**src/hw/rtl/bprh_pkg.sv**
```systemverilog
// Shared types, register indexes and reset values for the button press/hold/repeat unit.
`default_nettype none
package bprh_pkg;

	localparam int unsigned TIME_W    = 32;
	localparam int unsigned DELAY_W   = 16;
	localparam int unsigned BUTTON_W  = 8;
	localparam int unsigned CFG_IDX_W = 3;
	localparam int unsigned CFG_DAT_W = 16;

	typedef enum logic [1:0] {
		PH_RELEASED = 2'd0,
		PH_WAITING  = 2'd1,
		PH_PRESSED  = 2'd2,
		PH_HOLD     = 2'd3
	} phase_t;

	typedef enum logic [CFG_IDX_W-1:0] {
		CFG_PRESS_DELAY  = 3'd0,
		CFG_HOLD_DELAY   = 3'd1,
		CFG_REPEAT_FLOOR = 3'd2,
		CFG_REPEAT_DECAY = 3'd3,
		CFG_BUTTON_NUM   = 3'd4
	} cfg_idx_t;

	localparam logic [DELAY_W-1:0]  RST_PRESS_DELAY  = 16'd50;
	localparam logic [DELAY_W-1:0]  RST_HOLD_DELAY   = 16'd1000;
	localparam logic [DELAY_W-1:0]  RST_REPEAT_FLOOR = 16'd100;
	localparam logic [DELAY_W-1:0]  RST_REPEAT_DECAY = 16'd100;
	localparam logic [BUTTON_W-1:0] RST_BUTTON_NUM   = 8'd0;

	typedef struct packed {
		logic [DELAY_W-1:0] press_delay;
		logic [DELAY_W-1:0] hold_delay;
		logic [DELAY_W-1:0] repeat_floor;
		logic [DELAY_W-1:0] repeat_decay;
	} timing_cfg_t;

	typedef struct packed {
		phase_t             phase;
		logic               prev_level;
		logic [TIME_W-1:0]  phase_start;
		logic [DELAY_W-1:0] repeat_interval;
	} qual_state_t;

endpackage
`default_nettype wire

```
**src/hw/rtl/bprh_if.sv**
```systemverilog
// Channel interfaces: sample input, event output and register write.
`default_nettype none
interface bprh_sample_if;
	logic                          valid;
	logic                          ready;
	logic                          level;
	logic [bprh_pkg::TIME_W-1:0]   now_ms;
	modport source (output valid, output level, output now_ms, input ready);
	modport sink   (input valid, input level, input now_ms, output ready);
endinterface

interface bprh_event_if;
	logic                          valid;
	logic                          ready;
	logic                          is_hold;
	logic [bprh_pkg::BUTTON_W-1:0] source_button;
	modport source (output valid, output is_hold, output source_button, input ready);
	modport sink   (input valid, input is_hold, input source_button, output ready);
endinterface

interface bprh_cfg_if;
	logic                           valid;
	logic                           ready;
	logic [bprh_pkg::CFG_IDX_W-1:0] addr;
	logic [bprh_pkg::CFG_DAT_W-1:0] data;
	modport source (output valid, output addr, output data, input ready);
	modport sink   (input valid, input addr, input data, output ready);
endinterface
`default_nettype wire

```
**src/hw/rtl/button_press_hold_repeat_unit.sv**
```systemverilog
// Top level of the button press/hold qualifier with accelerating auto-repeat.
// Takes one sample word per clock while no event waits at the output. A sample
// is captured in an input register; when the output register is free or its
// event is being taken, the qualifier state is updated from it and any press
// or hold event lands in the output register, where it is offered. While an
// event waits, the state holds and an empty input register takes one more
// sample, then input stalls. Sustained rate is one sample per cycle otherwise.
// Register writes take effect at once and are always accepted.
`default_nettype none
module button_press_hold_repeat_unit (
	input  wire logic     clk,
	input  wire logic     arst_n,
	bprh_sample_if.sink   sample,
	bprh_event_if.source  evt,
	bprh_cfg_if.sink      cfg
);
	import bprh_pkg::*;

	timing_cfg_t         tcfg_q;
	logic [BUTTON_W-1:0] button_num_q;
	qual_state_t         state_q;
	qual_state_t         state_nxt;

	logic                v_s1;
	logic                level_s1;
	logic [TIME_W-1:0]   now_s1;

	logic                out_v_q;
	logic                out_hold_q;
	logic [BUTTON_W-1:0] out_button_q;

	logic                advance;
	logic                fire;
	logic                is_hold;

	assign advance      = !out_v_q || evt.ready;
	assign sample.ready = !v_s1 || advance;
	assign cfg.ready    = 1'b1;

	always_ff @(posedge clk or negedge arst_n) begin
		if (!arst_n) begin
			tcfg_q.press_delay  <= RST_PRESS_DELAY;
			tcfg_q.hold_delay   <= RST_HOLD_DELAY;
			tcfg_q.repeat_floor <= RST_REPEAT_FLOOR;
			tcfg_q.repeat_decay <= RST_REPEAT_DECAY;
			button_num_q        <= RST_BUTTON_NUM;
		end else if (cfg.valid) begin
			unique case (cfg.addr)
				CFG_PRESS_DELAY:  tcfg_q.press_delay  <= cfg.data;
				CFG_HOLD_DELAY:   tcfg_q.hold_delay   <= cfg.data;
				CFG_REPEAT_FLOOR: tcfg_q.repeat_floor <= cfg.data;
				CFG_REPEAT_DECAY: tcfg_q.repeat_decay <= cfg.data;
				CFG_BUTTON_NUM:   button_num_q        <= cfg.data[BUTTON_W-1:0];
				default: ;
			endcase
		end
	end

	// input register
	always_ff @(posedge clk or negedge arst_n) begin
		if (!arst_n) begin
			v_s1 <= 1'b0;
		end else if (sample.ready) begin
			v_s1 <= sample.valid;
		end
	end

	always_ff @(posedge clk) begin
		if (sample.ready && sample.valid) begin
			level_s1 <= sample.level;
			now_s1   <= sample.now_ms;
		end
	end

	bprh_step u_step (
		.cur     (state_q),
		.tcfg    (tcfg_q),
		.level   (level_s1),
		.now_ms  (now_s1),
		.nxt     (state_nxt),
		.fire    (fire),
		.is_hold (is_hold)
	);

	always_ff @(posedge clk or negedge arst_n) begin
		if (!arst_n) begin
			state_q.phase           <= PH_RELEASED;
			state_q.prev_level      <= 1'b0;
			state_q.phase_start     <= '0;
			state_q.repeat_interval <= '0;
		end else if (v_s1 && advance) begin
			state_q <= state_nxt;
		end
	end

	// output register
	always_ff @(posedge clk or negedge arst_n) begin
		if (!arst_n) begin
			out_v_q <= 1'b0;
		end else if (advance) begin
			out_v_q <= v_s1 && fire;
		end
	end

	always_ff @(posedge clk) begin
		if (advance && v_s1 && fire) begin
			out_hold_q   <= is_hold;
			out_button_q <= button_num_q;
		end
	end

	assign evt.valid         = out_v_q;
	assign evt.is_hold       = out_hold_q;
	assign evt.source_button = out_button_q;

endmodule
`default_nettype wire

```
**src/hw/rtl/bprh_step.sv**
```systemverilog
// Next-state and event logic for one sample of the press/hold qualifier.
`default_nettype none
module bprh_step (
	input  bprh_pkg::qual_state_t          cur,
	input  bprh_pkg::timing_cfg_t          tcfg,
	input  logic                           level,
	input  logic [bprh_pkg::TIME_W-1:0]    now_ms,
	output bprh_pkg::qual_state_t          nxt,
	output logic                           fire,
	output logic                           is_hold
);
	import bprh_pkg::*;

	logic [DELAY_W-1:0] wait_len;
	logic [TIME_W-1:0]  due;
	logic               expired;
	logic [DELAY_W-1:0] shrunk;

	always_comb begin
		unique case (cur.phase)
			PH_WAITING: wait_len = tcfg.press_delay;
			PH_PRESSED: wait_len = tcfg.hold_delay;
			default:    wait_len = cur.repeat_interval;
		endcase
	end

	// modular sum, as the timestamp wraps
	assign due     = cur.phase_start + {{(TIME_W-DELAY_W){1'b0}}, wait_len};
	assign expired = due < now_ms;

	always_comb begin
		if (cur.repeat_interval > tcfg.repeat_floor) begin
			shrunk = (cur.repeat_interval > tcfg.repeat_decay) ?
				cur.repeat_interval - tcfg.repeat_decay : '0;
		end else begin
			shrunk = cur.repeat_interval;
		end
	end

	always_comb begin
		nxt            = cur;
		nxt.prev_level = level;
		fire           = 1'b0;
		is_hold        = 1'b0;
		unique case (cur.phase)
			PH_RELEASED: begin
				if (level && !cur.prev_level) begin
					nxt.phase       = PH_WAITING;
					nxt.phase_start = now_ms;
				end
			end
			PH_WAITING: begin
				if (!level) begin
					nxt.phase = PH_RELEASED;
				end else if (expired) begin
					nxt.phase       = PH_PRESSED;
					nxt.phase_start = now_ms;
					fire            = 1'b1;
				end
			end
			PH_PRESSED: begin
				if (!level) begin
					nxt.phase = PH_RELEASED;
				end else if (expired) begin
					nxt.phase           = PH_HOLD;
					nxt.phase_start     = now_ms;
					nxt.repeat_interval = tcfg.hold_delay;
					fire                = 1'b1;
					is_hold             = 1'b1;
				end
			end
			PH_HOLD: begin
				if (!level) begin
					nxt.phase = PH_RELEASED;
				end else if (expired) begin
					nxt.repeat_interval = shrunk;
					nxt.phase_start     = now_ms;
					fire                = 1'b1;
					is_hold             = 1'b1;
				end
			end
			default: begin
				nxt.phase = PH_RELEASED;
			end
		endcase
	end

endmodule
`default_nettype wire
```
**src/flat_wrapper.sv**
```systemverilog
// flat-port wrapper written by rule: the top's interface ports become plain ports
module button_press_hold_repeat_unit_flat import bprh_pkg::*;
  (clk, arst_n, sample_valid, sample_level, sample_now_ms, sample_ready, evt_valid, evt_is_hold, evt_source_button, evt_ready, cfg_valid, cfg_addr, cfg_data, cfg_ready);
  bprh_sample_if sample_i ();
  bprh_event_if evt_i ();
  bprh_cfg_if cfg_i ();
  input  wire logic clk;
  input  wire logic arst_n;
  input wire logic [$bits(sample_i.valid)-1:0] sample_valid;
  input wire logic [$bits(sample_i.level)-1:0] sample_level;
  input wire logic [$bits(sample_i.now_ms)-1:0] sample_now_ms;
  output wire logic [$bits(sample_i.ready)-1:0] sample_ready;
  output wire logic [$bits(evt_i.valid)-1:0] evt_valid;
  output wire logic [$bits(evt_i.is_hold)-1:0] evt_is_hold;
  output wire logic [$bits(evt_i.source_button)-1:0] evt_source_button;
  input wire logic [$bits(evt_i.ready)-1:0] evt_ready;
  input wire logic [$bits(cfg_i.valid)-1:0] cfg_valid;
  input wire logic [$bits(cfg_i.addr)-1:0] cfg_addr;
  input wire logic [$bits(cfg_i.data)-1:0] cfg_data;
  output wire logic [$bits(cfg_i.ready)-1:0] cfg_ready;
  assign sample_i.valid = sample_valid;
  assign sample_i.level = sample_level;
  assign sample_i.now_ms = sample_now_ms;
  assign sample_ready = sample_i.ready;
  assign evt_valid = evt_i.valid;
  assign evt_is_hold = evt_i.is_hold;
  assign evt_source_button = evt_i.source_button;
  assign evt_i.ready = evt_ready;
  assign cfg_i.valid = cfg_valid;
  assign cfg_i.addr = cfg_addr;
  assign cfg_i.data = cfg_data;
  assign cfg_ready = cfg_i.ready;
  button_press_hold_repeat_unit u_core (.clk(clk), .arst_n(arst_n), .sample(sample_i), .evt(evt_i), .cfg(cfg_i));
endmodule
```
**config.mk**
```make
export PLATFORM = sky130hd
export DESIGN_NAME = button_press_hold_repeat_unit_flat
export DESIGN_NICKNAME = d
export VERILOG_FILES = /design/src/hw/rtl/bprh_pkg.sv /design/src/hw/rtl/bprh_if.sv /design/src/hw/rtl/button_press_hold_repeat_unit.sv /design/src/hw/rtl/bprh_step.sv /design/src/flat_wrapper.sv
export SDC_FILE = /design/constraint.sdc
export NUM_CORES = 1
export LEC_CHECK = 0
export BUFFER_PORTS_ARGS = -buffer_cell sky130_fd_sc_hd__clkbuf_2
export CORE_UTILIZATION = 35
export DETAILED_ROUTE_END_ITERATION = 16
export SLEW_MARGIN = 10
export SYNTH_ARGS = -nofsm -noshare
export SYNTH_HDL_FRONTEND = slang
export SYNTH_HIERARCHICAL = 1
export SYNTH_SLANG_ARGS = --single-unit
```
**constraint.sdc**
```tcl
create_clock -name clk -period 7.25 [get_ports clk]
set_clock_uncertainty 0.2 [all_clocks]
set_input_delay 2.175 -clock clk [delete_from_list [all_inputs] [get_ports clk]]
set_output_delay 2.175 -clock clk [all_outputs]
set_load 0.01 [all_outputs]
```
==> metrics.txt <==
Seq/Total Area, Yosys=42.6%; WHS Endpoint=u_core/evt.source_button[2]$_DFFE_PP_; DP Wirelength=17900 um; Crit Path Category=reg2reg; Sum Neg Setup Slack=0 ps; CTS Buffer Depth=2; clk sinks=167; max incr delay on CP=660 ps; DIE WIDTH=174 um; CP Launch Type=flip-flop; reg2reg start=u_core/state_q[50]$_DFFE_PN0P_; PortBufs=67; Critical Path AT=6940 ps; P&R area growth vs syn=12.3%; clock-pin slew of the registers on the worst-case setup and hold paths=80 ps; total track usage=17.4%; CTS Buf Count=17; CP Capture Type=flip-flop; I/O pin count=69; cell taking the most area after synthesis=dfrtp_1; Final Hold Fails=0; unrepaired setup endpoints after global routing=no; Seq cells post-synth=167; DR vias/cell=5.32; worst reg-to-reg setup slack=490 ps; Synthesized Nets=1082; Diodes inserted=0; Post-Synthesis Cells=937; hold crit path type=reg2reg; Hold Crit Start=u_core/button_num_q[2]$_DFFE_PN0P_; full die area=30200 um2; Leakage=5.27 nW; maximum vdd drop=0.000229 V; initial antenna violation count=0; Yosys cell types=79; core area=28900 um2; Clock Root Buffer=clkbuf_16; Fmax=0.148 GHz; clk_lat worst skew=440 ps; Placed Area=11000 um2; Design Area, Final=11600 um2; share of layout cells above drive strength 1=27.5%; status=completed; Post-synth top cells=mux2_2 (123), dfrtp_1 (110), ha_1 (86); Die H=174 um; CP max FO=14; Final Setup Violations=0; Mean Syn Cell Area=11.0 um2; YS warnings=6; CTS tree=done; number of flops mapped to enable cells by yosys=42; antenna-violating nets left=0; cts hold-fix bufs=0; Final Max Tran Viols=0; R2R Path End=u_core/state_q[0]$_DFFE_PN0P_; max_cap viols=0; Buf/Inv on CP=2; largest net degree at the start of global routing=52; Starting Density=35.8%; DRT Pass-1 Iters=5; Final #Nets=1150; vias in the first global route=7694; htree depth=4; gpl congestion=0.911; ys async rst share=74.9%; Worst Hold Depth=0; final period utilization=93.2%; fin crit period=6760 ps; CP top delay family=compound AO/OA/AOI/OAI gates; main flop type after synthesis=dfrtp_1; routed vias=7461; FF-to-FF path depth=25; drt wl/cell=18.0 um; Slew headroom=44.9%; row cnt=62; DRC=0; largest cells by area after synthesis=dfrtp_1 (27%), mux2_2 (13%), edfxtp_1 (12%); grt ovf=0; Top cell by count, worst path=ha_1; post-synth top area share=26.6%; first-pass GRT wire length=41300 um; power per cell area=379 nW/um2; CP max-delay cell=o211ai_2; DRT Wirelength=25200 um; cell area after synthesis=10300 um2; count leader, synth=mux2_2; DR iter-0 viols=421; filler instances=2823; Data required, critical path=7430 ps; worst-margin pin slew=824 ps
## worst reg2reg max path, stage by stage (launching register included)
cell and delay [ps]:
dfrtp_1 480, inv_1 130, ha_1 310, a22oi_1 210
a21oi_1 100, ha_1 220, fa_1 430, a211oi_1 240
o21bai_1 140, a2111oi_2 360, nor2_1 160, a211o_1 320
a31oi_4 300, nor3b_1 110, xor2_1 150, ha_1 280
nand2_1 80, nor4_1 390, o211ai_1 200, a311oi_2 350
nor4_2 90, buf_4 200, o211ai_2 670, a2bb2oi_1 220
o21ai_1 170, mux2_2 170
## flip-flops by register name, summed over array words and instances, names as in the netlist
register / cells
u_core/state_q: 51
u_core/now_s1: 32
u_core/level_s1: 1
u_core/evt.source_button: 8
u_core/tcfg_q: 64
u_core/button_num_q: 8
u_core/evt.is_hold: 1
u_core/evt.valid: 1
u_core/v_s1: 1
## per-layer routing
metal | share of wire (%) | wire [um] | GRT usage (%)
met5 | 0 | 0 | 0
met4 | 1.4 | 344 | 4.24
met3 | 3.9 | 986 | 3.22
met2 | 48 | 12000 | 29.0
met1 | 47 | 11800 | 23.1
## power by group
part,switching [mW],internal [mW]
Clock,0.446,0.459
Combinational,1.18,0.944
Sequential,0.184,1.19
## how the worst max path moves through the flow
stage,start,cells after the start,endpoint,slack (ps)
3_3_place_gp,u_core/state_q[50]$_DFFE_PN0P_,25,u_core/state_q[40]$_DFFE_PN0P_,640
5_1_grt,u_core/state_q[50]$_DFFE_PN0P_,25,u_core/state_q[0]$_DFFE_PN0P_,110
2_1_floorplan,u_core/state_q[50]$_DFFE_PN0P_,25,u_core/state_q[32]$_DFFE_PN0P_,1410
4_1_cts,u_core/state_q[50]$_DFFE_PN0P_,25,u_core/state_q[45]$_DFFE_PN0P_,410
6_report,u_core/state_q[50]$_DFFE_PN0P_,25,u_core/state_q[0]$_DFFE_PN0P_,490
3_5_place_dp,u_core/state_q[50]$_DFFE_PN0P_,25,u_core/state_q[45]$_DFFE_PN0P_,430
## per-stage QoR
stage | utilization, % | power, mW | instances | hold WS, ps | setup WS, ps
2_1_floorplan | - | 2.97 | 937 | 221 | 1410
3_3_place_gp | 38.2 | 3.44 | 1370 | 226 | 637
3_5_place_dp | 38.2 | 3.49 | 1370 | 234 | 429
4_1_cts | 40.2 | 4.42 | 1402 | 242 | 408
5_1_grt | 40.3 | 4.75 | 1402 | 254 | 109
6_report | 40.3 | 4.40 | 1402 | 239 | 495
## timing repair
action / CTS / global route
endpoints found under the setup margin: 0 / 15
gates resized for setup: 0 / 1
setup buffers: 0 / 0
hold endpoints to repair: 0 / 0
## layout make-up
cell class	instances	area [um2]	area share [%]
clock buffer	17	425	3.66
sequential	167	4410	37.9
timing repair buffer	81	443	3.81
inverter	76	285	2.46
tap	384	480	4.14
clock inverter	15	159	1.37
multi-input combinational	662	5420	46.6
## kinds of logic (layout without fill, tap and decap cells)
kind of cell | count (synthesis) | in the layout | share of synthesized area [%]
AOI/OAI and AO/OA | 220 | 220 | 14.9
other | 1 | 1 | 0.0362
DFF | 167 | 167 | 42.6
adders and majority gates | 88 | 88 | 10.8
buffers and inverters | 108 | 189 | 5.10
muxes | 124 | 124 | 13.5
and+or+nand+nor | 186 | 186 | 9.40
xor gates and xnor gates | 43 | 43 | 3.64
## placed cells by master (no fill, tap or decap), types with 9 or more instances in the layout
cell | synthesis | routed
mux2_2 | 123 | 123
dfrtp_1 | 110 | 110
ha_1 | 86 | 86
inv_1 | 76 | 76
clkbuf_2 | 0 | 66
a21oi_1 | 65 | 65
nor2_1 | 47 | 47
nand2_1 | 46 | 45
edfxtp_1 | 42 | 42
a22o_1 | 30 | 30
nand3_1 | 26 | 26
o21ai_0 | 24 | 24
xor2_1 | 22 | 22
xnor2_1 | 21 | 21
clkbuf_16 | 0 | 17
a22oi_1 | 17 | 17
o211ai_1 | 16 | 16
buf_4 | 4 | 15
dfstp_2 | 15 | 15
nand4_1 | 12 | 12
a21o_1 | 11 | 11
nand2b_1 | 9 | 9
(Power assumes the default switching activity.)
